==> src/rtl/tsmi_pkg.sv <==
// Shared types and constants for the two-axis stepper move interpolator.
package tsmi_pkg;

  typedef enum logic {
    ACTION_LOAD = 1'b0,
    ACTION_TICK = 1'b1
  } action_e;

  typedef enum logic [1:0] {
    STATUS_OK        = 2'd0,
    STATUS_ALT_RANGE = 2'd1,
    STATUS_AZ_RANGE  = 2'd2
  } status_e;

  localparam int ANGLE_W = 18;
  localparam int POS_W   = 13;
  localparam int ERR_W   = 15;
  localparam int ALT_W   = 15;   // valid altitude angle width
  localparam int AZ_W    = 17;   // valid azimuth angle width
  localparam int Q_W     = 14;   // quotient width inside the goal math

  localparam logic signed [ANGLE_W-1:0] ALT_VALID_MAX = 18'sd23040;
  localparam logic signed [ANGLE_W-1:0] AZ_VALID_MAX  = 18'sd92160;
  localparam logic [POS_W-1:0] POS_MAX = 13'd8191;

  // full turn is 92160 = 2^11 * 45
  localparam int FULL_SHIFT = 11;
  localparam int H_W        = 19;
  localparam logic [H_W-1:0] DIV45 = 19'd45;
  localparam int RECIP45_SHIFT = 24;
  localparam logic [H_W-1:0] RECIP45 = 19'd372827;   // floor(2^24 / 45)

  localparam int PM_W      = 27;  // az goal times microsteps
  localparam int INV_SHIFT = 27;

  localparam logic signed [ERR_W-1:0] ERR_MIN = -15'sd16384;
  localparam logic signed [ERR_W-1:0] ERR_MAX = 15'sd16383;

  typedef struct packed {
    action_e          action;
    status_e          status;
  } meta_t;

  typedef struct packed {
    action_e          action;
    status_e          status;
    logic [POS_W-1:0] alt_goal;
    logic [POS_W-1:0] az_goal;
  } goal_word_t;

endpackage

==> src/rtl/tsmi_if.sv <==
// Valid/ready channels for input words and result words.
interface tsmi_in_if;
  logic                                  valid;
  logic                                  ready;
  tsmi_pkg::action_e                     action;
  logic signed [tsmi_pkg::ANGLE_W-1:0]   alt_angle;
  logic signed [tsmi_pkg::ANGLE_W-1:0]   az_angle;

  modport source (output valid, action, alt_angle, az_angle, input ready);
  modport sink   (input valid, action, alt_angle, az_angle, output ready);
endinterface

interface tsmi_out_if;
  logic                          valid;
  logic                          ready;
  tsmi_pkg::status_e             status;
  logic                          alt_pulse;
  logic                          alt_reverse;
  logic                          az_pulse;
  logic                          az_reverse;
  logic                          in_motion;
  logic [tsmi_pkg::POS_W-1:0]    alt_now;
  logic [tsmi_pkg::POS_W-1:0]    az_now;

  modport source (output valid, status, alt_pulse, alt_reverse, az_pulse, az_reverse,
                  in_motion, alt_now, az_now, input ready);
  modport sink   (input valid, status, alt_pulse, alt_reverse, az_pulse, az_reverse,
                  in_motion, alt_now, az_now, output ready);
endinterface

==> src/rtl/tsmi_goal_pipe.sv <==
// Pipelined range check and angle to microstep goal conversion.
module tsmi_goal_pipe #(
  parameter int unsigned AZ_REV_STEPS     = 6400,
  parameter int unsigned ALT_REV_STEPS    = 3733,
  parameter int unsigned MOTOR_MICROSTEPS = 1600
) (
  input  logic                                clk_i,
  input  logic                                rst_ni,
  input  logic                                in_valid_i,
  output logic                                in_ready_o,
  input  tsmi_pkg::action_e                   action_i,
  input  logic signed [tsmi_pkg::ANGLE_W-1:0] alt_angle_i,
  input  logic signed [tsmi_pkg::ANGLE_W-1:0] az_angle_i,
  output logic                                out_valid_o,
  input  logic                                out_ready_i,
  output tsmi_pkg::goal_word_t                out_word_o
);
  import tsmi_pkg::*;

  localparam int NStages = 7;
  localparam int unsigned InvMulInt = (2 ** INV_SHIFT) / AZ_REV_STEPS;
  localparam int InvW = $clog2(InvMulInt + 1);
  localparam logic [InvW-1:0] InvMul = InvW'(InvMulInt);
  localparam int PinvW = PM_W + InvW;

  logic [NStages-1:0] v_q;
  logic [NStages-1:0] en;
  meta_t              meta_q [NStages];

  // stage payloads
  logic [ALT_W-1:0]   s1_alt_q;
  logic [AZ_W-1:0]    s1_az_q;
  logic [H_W-1:0]     s2_ah_q, s2_zh_q;
  logic [H_W-1:0]     s3_ah_q, s3_zh_q;
  logic [2*H_W-1:0]   s3_ap_q, s3_zp_q;
  logic [Q_W-1:0]     s4_abase_q, s4_zg_q;
  logic [PM_W-1:0]    s5_pm_q;
  logic [Q_W-1:0]     s5_abase_q, s5_zg_q;
  logic [PinvW-1:0]   s6_pinv_q;
  logic [PM_W-1:0]    s6_pm_q;
  logic [Q_W-1:0]     s6_abase_q, s6_zg_q;
  logic [POS_W-1:0]   s7_alt_goal_q, s7_az_goal_q;

  status_e            in_status;
  logic [29:0]        az_prod, alt_prod;
  logic [Q_W-1:0]     aq_est, zq_est, abase_d, zg_d;
  logic [H_W:0]       ar, zr;
  logic [Q_W-1:0]     xq_est, extra;
  logic [PM_W:0]      xr;
  logic [Q_W:0]       alt_sum;
  logic [POS_W-1:0]   alt_goal_d, az_goal_d;

  always_comb begin
    en[NStages-1] = !v_q[NStages-1] || out_ready_i;
    for (int i = NStages - 2; i >= 0; i--) begin
      en[i] = !v_q[i] || en[i+1];
    end
  end

  assign in_ready_o = en[0];

  always_comb begin
    if (alt_angle_i < 0 || alt_angle_i > ALT_VALID_MAX) begin
      in_status = STATUS_ALT_RANGE;
    end else if (az_angle_i < 0 || az_angle_i > AZ_VALID_MAX) begin
      in_status = STATUS_AZ_RANGE;
    end else begin
      in_status = STATUS_OK;
    end
  end

  assign alt_prod = 30'(s1_alt_q) * 30'(ALT_REV_STEPS);
  assign az_prod  = 30'(s1_az_q) * 30'(AZ_REV_STEPS);

  // divide by 45: reciprocal estimate is low by at most one
  assign aq_est  = s3_ap_q[RECIP45_SHIFT +: Q_W];
  assign zq_est  = s3_zp_q[RECIP45_SHIFT +: Q_W];
  assign ar      = {1'b0, s3_ah_q} - (H_W+1)'(aq_est) * (H_W+1)'(DIV45);
  assign zr      = {1'b0, s3_zh_q} - (H_W+1)'(zq_est) * (H_W+1)'(DIV45);
  assign abase_d = aq_est + Q_W'(ar >= (H_W+1)'(DIV45));
  assign zg_d    = zq_est + Q_W'(zr >= (H_W+1)'(DIV45));

  // divide by the azimuth steps per turn, same correction scheme
  assign xq_est  = s6_pinv_q[INV_SHIFT +: Q_W];
  assign xr      = {1'b0, s6_pm_q} - (PM_W+1)'(xq_est) * (PM_W+1)'(AZ_REV_STEPS);
  assign extra   = xq_est + Q_W'(xr >= (PM_W+1)'(AZ_REV_STEPS));
  assign alt_sum = (Q_W+1)'(extra) + (Q_W+1)'(s6_abase_q);

  assign alt_goal_d = (alt_sum > (Q_W+1)'(POS_MAX)) ? POS_MAX : alt_sum[POS_W-1:0];
  assign az_goal_d  = (s6_zg_q > Q_W'(POS_MAX)) ? POS_MAX : s6_zg_q[POS_W-1:0];

  always_ff @(posedge clk_i or negedge rst_ni) begin
    if (!rst_ni) begin
      v_q <= '0;
    end else begin
      if (en[0]) begin
        v_q[0] <= in_valid_i;
      end
      for (int i = 1; i < NStages; i++) begin
        if (en[i]) begin
          v_q[i] <= v_q[i-1];
        end
      end
    end
  end

  always_ff @(posedge clk_i) begin
    if (en[0]) begin
      meta_q[0] <= '{action: action_i, status: in_status};
      s1_alt_q  <= alt_angle_i[ALT_W-1:0];
      s1_az_q   <= az_angle_i[AZ_W-1:0];
    end
    for (int i = 1; i < NStages; i++) begin
      if (en[i]) begin
        meta_q[i] <= meta_q[i-1];
      end
    end
    if (en[1]) begin
      s2_ah_q <= H_W'(alt_prod >> FULL_SHIFT);
      s2_zh_q <= H_W'(az_prod >> FULL_SHIFT);
    end
    if (en[2]) begin
      s3_ap_q <= (2*H_W)'(s2_ah_q) * (2*H_W)'(RECIP45);
      s3_zp_q <= (2*H_W)'(s2_zh_q) * (2*H_W)'(RECIP45);
      s3_ah_q <= s2_ah_q;
      s3_zh_q <= s2_zh_q;
    end
    if (en[3]) begin
      s4_abase_q <= abase_d;
      s4_zg_q    <= zg_d;
    end
    if (en[4]) begin
      s5_pm_q    <= PM_W'(s4_zg_q) * PM_W'(MOTOR_MICROSTEPS);
      s5_abase_q <= s4_abase_q;
      s5_zg_q    <= s4_zg_q;
    end
    if (en[5]) begin
      s6_pinv_q  <= PinvW'(s5_pm_q) * PinvW'(InvMul);
      s6_pm_q    <= s5_pm_q;
      s6_abase_q <= s5_abase_q;
      s6_zg_q    <= s5_zg_q;
    end
    if (en[6]) begin
      s7_alt_goal_q <= alt_goal_d;
      s7_az_goal_q  <= az_goal_d;
    end
  end

  assign out_valid_o         = v_q[NStages-1];
  assign out_word_o.action   = meta_q[NStages-1].action;
  assign out_word_o.status   = meta_q[NStages-1].status;
  assign out_word_o.alt_goal = s7_alt_goal_q;
  assign out_word_o.az_goal  = s7_az_goal_q;

endmodule

==> src/rtl/two_axis_stepper_move_interpolator_unit.sv <==
// Top level of the two-axis stepper move interpolator.
// Takes load words (altitude and azimuth target in 1/256 degree) and tick words,
// and returns one result word for each: status, step pulses and directions for
// both axes, the moving flag and both positions. Load words are range checked
// and turned into microstep goals in a seven-stage conversion pipeline; the
// axis positions, goals and Bresenham error live in the stage after the pipeline,
// which also holds the result register. A word passes the conversion stages and then
// the result register, and one word is taken every cycle; throughput drops only while the
// result side holds ready low and the pipeline has no empty stage left.
module two_axis_stepper_move_interpolator_unit #(
  parameter int unsigned AZ_REV_STEPS     = 6400,
  parameter int unsigned ALT_REV_STEPS    = 3733,
  parameter int unsigned MOTOR_MICROSTEPS = 1600
) (
  input  logic       clk_i,
  input  logic       rst_ni,
  tsmi_in_if.sink    in_i,
  tsmi_out_if.source out_o
);
  import tsmi_pkg::*;

  logic             pipe_valid, pipe_ready;
  goal_word_t       pipe_word;

  logic [POS_W-1:0] alt_pos_q, az_pos_q, alt_goal_q, az_goal_q;
  logic [POS_W-1:0] line_major_q, line_minor_q;
  logic signed [ERR_W-1:0] line_err_q;
  logic             alt_major_q;

  logic             out_valid_q;
  status_e          status_q;
  logic             alt_pulse_q, alt_rev_q, az_pulse_q, az_rev_q, moving_q;

  logic             take, load_ok, is_tick;
  logic [POS_W-1:0] alt_goal_d, az_goal_d, alt_pos_d, az_pos_d;
  logic [POS_W-1:0] da, dz, maj_d, min_d;
  logic             alt_major_d;
  logic signed [ERR_W-1:0] err_d;
  logic [POS_W-1:0] mj_pos, mn_pos, mj_goal, mn_goal, mj_next, mn_next;
  logic             mj_step, mn_step;
  logic signed [ERR_W+1:0] e_ext, e1, e2;
  logic             alt_pulse_d, az_pulse_d;

  function automatic logic [POS_W-1:0] toward(logic [POS_W-1:0] pos, logic [POS_W-1:0] goal);
    logic [POS_W-1:0] res;
    res = pos;
    if (pos < goal) begin
      res = pos + 1'b1;
    end else if (pos > goal) begin
      res = pos - 1'b1;
    end
    return res;
  endfunction

  tsmi_goal_pipe #(
    .AZ_REV_STEPS    (AZ_REV_STEPS),
    .ALT_REV_STEPS   (ALT_REV_STEPS),
    .MOTOR_MICROSTEPS(MOTOR_MICROSTEPS)
  ) u_goal_pipe (
    .clk_i      (clk_i),
    .rst_ni     (rst_ni),
    .in_valid_i (in_i.valid),
    .in_ready_o (in_i.ready),
    .action_i   (in_i.action),
    .alt_angle_i(in_i.alt_angle),
    .az_angle_i (in_i.az_angle),
    .out_valid_o(pipe_valid),
    .out_ready_i(pipe_ready),
    .out_word_o (pipe_word)
  );

  assign pipe_ready = !out_valid_q || out_o.ready;
  assign take       = pipe_valid && pipe_ready;
  assign is_tick    = (pipe_word.action == ACTION_TICK);
  assign load_ok    = !is_tick && (pipe_word.status == STATUS_OK);

  assign alt_goal_d = load_ok ? pipe_word.alt_goal : alt_goal_q;
  assign az_goal_d  = load_ok ? pipe_word.az_goal : az_goal_q;

  // line setup from the present positions
  assign da          = (alt_pos_q > alt_goal_d) ? alt_pos_q - alt_goal_d : alt_goal_d - alt_pos_q;
  assign dz          = (az_pos_q > az_goal_d) ? az_pos_q - az_goal_d : az_goal_d - az_pos_q;
  assign alt_major_d = (da >= dz);
  assign maj_d       = alt_major_d ? da : dz;
  assign min_d       = alt_major_d ? dz : da;
  assign err_d       = $signed({1'b0, min_d, 1'b0}) - $signed({2'b00, maj_d});

  // one tick along the line
  assign mj_pos  = alt_major_q ? alt_pos_q : az_pos_q;
  assign mn_pos  = alt_major_q ? az_pos_q : alt_pos_q;
  assign mj_goal = alt_major_q ? alt_goal_q : az_goal_q;
  assign mn_goal = alt_major_q ? az_goal_q : alt_goal_q;
  assign mj_step = (mj_pos != mj_goal);
  assign mn_step = (mn_pos != mn_goal) && (!mj_step || line_err_q > 0);
  assign mj_next = mj_step ? toward(mj_pos, mj_goal) : mj_pos;
  assign mn_next = mn_step ? toward(mn_pos, mn_goal) : mn_pos;

  assign e_ext = {{2{line_err_q[ERR_W-1]}}, line_err_q};
  assign e1    = (line_err_q > 0) ? e_ext - $signed({3'b000, line_major_q, 1'b0}) : e_ext;
  assign e2    = e1 + $signed({3'b000, line_minor_q, 1'b0});

  assign alt_pulse_d = is_tick && (alt_major_q ? mj_step : mn_step);
  assign az_pulse_d  = is_tick && (alt_major_q ? mn_step : mj_step);
  assign alt_pos_d   = !is_tick ? alt_pos_q : (alt_major_q ? mj_next : mn_next);
  assign az_pos_d    = !is_tick ? az_pos_q : (alt_major_q ? mn_next : mj_next);

  always_ff @(posedge clk_i or negedge rst_ni) begin
    if (!rst_ni) begin
      alt_pos_q    <= '0;
      az_pos_q     <= '0;
      alt_goal_q   <= '0;
      az_goal_q    <= '0;
      line_major_q <= '0;
      line_minor_q <= '0;
      line_err_q   <= '0;
      alt_major_q  <= 1'b0;
      out_valid_q  <= 1'b0;
      moving_q     <= 1'b0;
    end else begin
      if (take) begin
        out_valid_q <= 1'b1;
        moving_q    <= (alt_pos_d != alt_goal_d) || (az_pos_d != az_goal_d);
        alt_pos_q   <= alt_pos_d;
        az_pos_q    <= az_pos_d;
        if (load_ok) begin
          alt_goal_q   <= alt_goal_d;
          az_goal_q    <= az_goal_d;
          alt_major_q  <= alt_major_d;
          line_major_q <= maj_d;
          line_minor_q <= min_d;
          line_err_q   <= err_d;
        end else if (is_tick && mj_step) begin
          if (e2 < $signed({{2{ERR_MIN[ERR_W-1]}}, ERR_MIN})) begin
            line_err_q <= ERR_MIN;
          end else if (e2 > $signed({2'b00, ERR_MAX})) begin
            line_err_q <= ERR_MAX;
          end else begin
            line_err_q <= e2[ERR_W-1:0];
          end
        end
      end else if (out_o.ready) begin
        out_valid_q <= 1'b0;
      end
    end
  end

  always_ff @(posedge clk_i) begin
    if (take) begin
      status_q    <= is_tick ? STATUS_OK : pipe_word.status;
      alt_pulse_q <= alt_pulse_d;
      az_pulse_q  <= az_pulse_d;
      alt_rev_q   <= (alt_goal_d < alt_pos_q);
      az_rev_q    <= (az_goal_d < az_pos_q);
    end
  end

  assign out_o.valid       = out_valid_q;
  assign out_o.status      = status_q;
  assign out_o.alt_pulse   = alt_pulse_q;
  assign out_o.alt_reverse = alt_rev_q;
  assign out_o.az_pulse    = az_pulse_q;
  assign out_o.az_reverse  = az_rev_q;
  assign out_o.in_motion   = moving_q;
  assign out_o.alt_now     = alt_pos_q;
  assign out_o.az_now      = az_pos_q;

endmodule
==> src/flat_wrapper.sv <==
// flat-port wrapper written by rule: the top's interface ports become plain ports
module two_axis_stepper_move_interpolator_unit_flat import tsmi_pkg::*;
#(
  parameter int unsigned AZ_REV_STEPS     = 6400,
  parameter int unsigned ALT_REV_STEPS    = 3733,
  parameter int unsigned MOTOR_MICROSTEPS = 1600
)
  (clk_i, rst_ni, in_i_valid, in_i_action, in_i_alt_angle, in_i_az_angle, in_i_ready, out_o_valid, out_o_status, out_o_alt_pulse, out_o_alt_reverse, out_o_az_pulse, out_o_az_reverse, out_o_in_motion, out_o_alt_now, out_o_az_now, out_o_ready);
  tsmi_in_if in_i_i ();
  tsmi_out_if out_o_i ();
  input  logic clk_i;
  input  logic rst_ni;
  input wire logic [$bits(in_i_i.valid)-1:0] in_i_valid;
  input wire logic [$bits(in_i_i.action)-1:0] in_i_action;
  input wire logic [$bits(in_i_i.alt_angle)-1:0] in_i_alt_angle;
  input wire logic [$bits(in_i_i.az_angle)-1:0] in_i_az_angle;
  output wire logic [$bits(in_i_i.ready)-1:0] in_i_ready;
  output wire logic [$bits(out_o_i.valid)-1:0] out_o_valid;
  output wire logic [$bits(out_o_i.status)-1:0] out_o_status;
  output wire logic [$bits(out_o_i.alt_pulse)-1:0] out_o_alt_pulse;
  output wire logic [$bits(out_o_i.alt_reverse)-1:0] out_o_alt_reverse;
  output wire logic [$bits(out_o_i.az_pulse)-1:0] out_o_az_pulse;
  output wire logic [$bits(out_o_i.az_reverse)-1:0] out_o_az_reverse;
  output wire logic [$bits(out_o_i.in_motion)-1:0] out_o_in_motion;
  output wire logic [$bits(out_o_i.alt_now)-1:0] out_o_alt_now;
  output wire logic [$bits(out_o_i.az_now)-1:0] out_o_az_now;
  input wire logic [$bits(out_o_i.ready)-1:0] out_o_ready;
  assign in_i_i.valid = in_i_valid;
  assign in_i_i.action = in_i_action;
  assign in_i_i.alt_angle = in_i_alt_angle;
  assign in_i_i.az_angle = in_i_az_angle;
  assign in_i_ready = in_i_i.ready;
  assign out_o_valid = out_o_i.valid;
  assign out_o_status = out_o_i.status;
  assign out_o_alt_pulse = out_o_i.alt_pulse;
  assign out_o_alt_reverse = out_o_i.alt_reverse;
  assign out_o_az_pulse = out_o_i.az_pulse;
  assign out_o_az_reverse = out_o_i.az_reverse;
  assign out_o_in_motion = out_o_i.in_motion;
  assign out_o_alt_now = out_o_i.alt_now;
  assign out_o_az_now = out_o_i.az_now;
  assign out_o_i.ready = out_o_ready;
  two_axis_stepper_move_interpolator_unit #(.AZ_REV_STEPS(AZ_REV_STEPS), .ALT_REV_STEPS(ALT_REV_STEPS), .MOTOR_MICROSTEPS(MOTOR_MICROSTEPS)) u_core (.clk_i(clk_i), .rst_ni(rst_ni), .in_i(in_i_i), .out_o(out_o_i));
endmodule
==> config.mk <==
export PLATFORM = sky130hd
export DESIGN_NAME = two_axis_stepper_move_interpolator_unit_flat
export DESIGN_NICKNAME = d
export VERILOG_FILES = /design/src/rtl/tsmi_pkg.sv /design/src/rtl/tsmi_if.sv /design/src/rtl/tsmi_goal_pipe.sv /design/src/rtl/two_axis_stepper_move_interpolator_unit.sv /design/src/flat_wrapper.sv
export SDC_FILE = /design/constraint.sdc
export NUM_CORES = 2
export LEC_CHECK = 0
export BUFFER_PORTS_ARGS = -buffer_cell sky130_fd_sc_hd__buf_2
export CAP_MARGIN = 20
export CORE_AREA = 2 2 450 452
export DETAILED_ROUTE_END_ITERATION = 7
export DIE_AREA = 0 0 452 454
export PLACE_DENSITY_LB_ADDON = 0.08
export SLEW_MARGIN = 20
export SYNTH_ARGS = -nofsm -noshare
export SYNTH_HDL_FRONTEND = slang
export SYNTH_SLANG_ARGS = --single-unit
==> constraint.sdc <==
create_clock -name clk_i -period 10.1 [get_ports clk_i]
set_input_delay 1.01 -clock clk_i [delete_from_list [all_inputs] [get_ports clk_i]]
set_output_delay 1.01 -clock clk_i [all_outputs]
set_load 0.05 [all_outputs]
==> reports/results.ini <==
[clocking]
cts_resized=0
cts_buffers=56
post_cts_buffers=0
htreeDepth=2
cts_tree=built
ctsHoldBuffers=0
clock-sinks=406
clock_latency_ns=0.70
clockBufferDepth=3
root_buffer=clkbuf_16
path_clk_slew_ns=0.08

[drt]
ant_nets=0
wl_per_cell_um=19.9
dr.pass1.iters=5
wirelength_um=155000
via_count=35100
drt-initial-drc-count=1774
drc=0
vias_per_cell=4.51

[logic_synthesis]
synth_edf_count=303
synth_cells=4980
ys_types=109
async_reset_ff_share_pct=25.4
syn-cell-area_sq_um=49900
ys_ff_latch=406
ys_warn_count=0
syn_avg_cell_area_sq_um=10.0
ys.flop_type=edfxtp_1
ys_seq_area_share_pct=23.4
synth_nets=6377

[finish]
stdcell_area_sq_um=55500
final_common_cell=inv_1
n_fill_cell=21300
layout_common_cells=inv_1 (916), ha_1 (901), fa_1 (455)
fin_nets=6461
syn_to_final_growth_pct=11.3
drive_gt1_share_pct=6.24

[flow_run]
drv_cap=0

[sta]
period_share_pct=91.8
fin_tns_setup_ns=0
timing.final.crit_period_ns=9.27
max_slew_margin_pct=35.0
timing_hold_violations_final=0
slew_violations=0
worst_pin_slew_ns=0.971
final-setup-viol-count=0
skew_ns=0.0454
clock.fmax_ghz=0.108
rsz0062_at_grt=false
fin_ws_ns=0.826

[floorplanning]
rows=165
io_pins=76
die_area_sq_um=205000
fp.dieW_um=452
initial_core_util_pct=24.8
die_y_um=454
coreArea_sq_um=201000

[setup_path]
cpPeakStageDelay_ns=0.76
timing.critical_path.mode_cell=a21oi_1
crit_fanout=11
worstPathRequired_ns=10.71
cp.arrival_ns=9.89
crit_path_start_kind=register
cpMaxStageDelayCell=nor3_4
path_buf_inv=3
r2r-start=u_core.u_goal_pipe.meta_q[6][2]
crit_type=register to register
startpoint=u_core.u_goal_pipe.meta_q[6][2]
end_kind=register
critical-path-top-delay-family=compound AO/OA/AOI/OAI gates

[placement]
place_area_sq_um=53500
gp_congestion=0.902
dp_slack_ns=0.920
dp_hpwl_um=129000
io_buffers=75

[grt]
grt_pass1_vias=36900
grt_pass1_wl_um=236000
grt_max_degree=74
grt_overflow=0
antenna_found_initial=5
grt_usage_pct=15.2

[status]
status=completed

[worst_hold_path]
hp-class=primary input to async pin

## registers in the layout (all words and copies together) (netlist names), 14 cells and up
register,count
u_core.u_goal_pipe.meta_q,21
u_core.u_goal_pipe.s2_zh_q,19
u_core.u_goal_pipe.s3_zh_q,19
u_core.u_goal_pipe.s1_az_q,17
u_core.u_goal_pipe.s2_ah_q,16
u_core.u_goal_pipe.s3_ah_q,16
u_core.u_goal_pipe.s5_pm_q,16
u_core.u_goal_pipe.s6_pm_q,16
u_core.line_err_q,15
u_core.u_goal_pipe.s1_alt_q,15
u_core.u_goal_pipe.s3_zp_q,14
u_core.u_goal_pipe.s4_zg_q,14
u_core.u_goal_pipe.s5_zg_q,14
u_core.u_goal_pipe.s6_zg_q,14
## Yosys cell counts (18+ instances only)
master	n	area share, %
o21ai_0	208	2.1
edfxtp_1	303	18
ha_1	901	23
a21o_1	57	0.86
a21boi_0	18	0.27
clkbuf_1	57	0.43
nand3_1	88	0.88
and2_1	22	0.28
nor2b_1	37	0.46
and3_1	30	0.38
fa_1	455	18
nand4_1	32	0.40
mux2i_1	92	1.8
nor2_1	215	1.6
o211ai_1	21	0.32
nor3_1	96	0.96
nor4_1	30	0.38
xnor2_1	187	3.3
o21bai_1	27	0.41
or2_2	25	0.31
a21oi_1	191	1.9
mux2_2	24	0.54
o21a_1	33	0.50
nand2b_1	41	0.51
dfrtp_1	103	5.2
nand2_1	309	2.3
inv_1	917	6.9
xor2_1	61	1.1
a211oi_1	36	0.54
## stage by stage
step                cells  util [%]  hold slack, ns
finish               7784      27.6           0.280
CTS                  7783      27.6           0.261
detailed placement   7678      26.6           0.405
global placement     7678      26.6           0.402
floorplan            4980         -           0.400
global route         7783      27.6           0.310
## path summary, 6_finish.rpt
check                      cells past startpoint  slack [ns]                       endpoint
hold / removal                                 1        0.28       u_core.out_o.alt_now[11]
setup / recovery                              31        0.83          u_core.line_err_q[14]
hold reg to reg                                0        0.42  u_core.u_goal_pipe.s6_zg_q[5]
setup reg to reg                              31        0.83          u_core.line_err_q[14]
min in group clk_i                             0        0.42  u_core.u_goal_pipe.s6_zg_q[5]
max in group asynchronous                      2        8.56             u_core.alt_major_q
## per-layer routing
metal	up-vias	routed length (um)	track usage (%)
li1	17300	-	-
met1	17200	72600	20.4
met2	500	74300	26.1
met3	134	4410	1.49
met4	0	3410	3.50
met5	-	0	0
## cell type report
type	count	area [sq um]	area share, %
repair buffers	123	754	1.36
clock buffers	74	1560	2.81
flip-flops and latches	406	11700	21.1
diodes	1	2.50	0.00451
inverters	921	3460	6.23
multi-input cells	3556	34300	61.7
well taps	2672	3340	6.03
clock inverters	31	423	0.762
## cells by family after synthesis
| kind of cell | Yosys count | share of synthesized area [%] |
|---|---|---|
| XOR/XNOR | 248 | 4.36 |
| multiplexers | 117 | 2.42 |
| adder cells (fa/ha/maj) | 1356 | 40.9 |
| AO/OA/AOI/OAI | 828 | 11.0 |
| AND/OR/NAND/NOR | 1007 | 9.89 |
| flip-flops | 406 | 23.4 |
| buffers and inverters | 1018 | 8.00 |
Power is not shown: default switching activity piles up to over one toggle a cycle in this logic, so the estimate is an artifact.
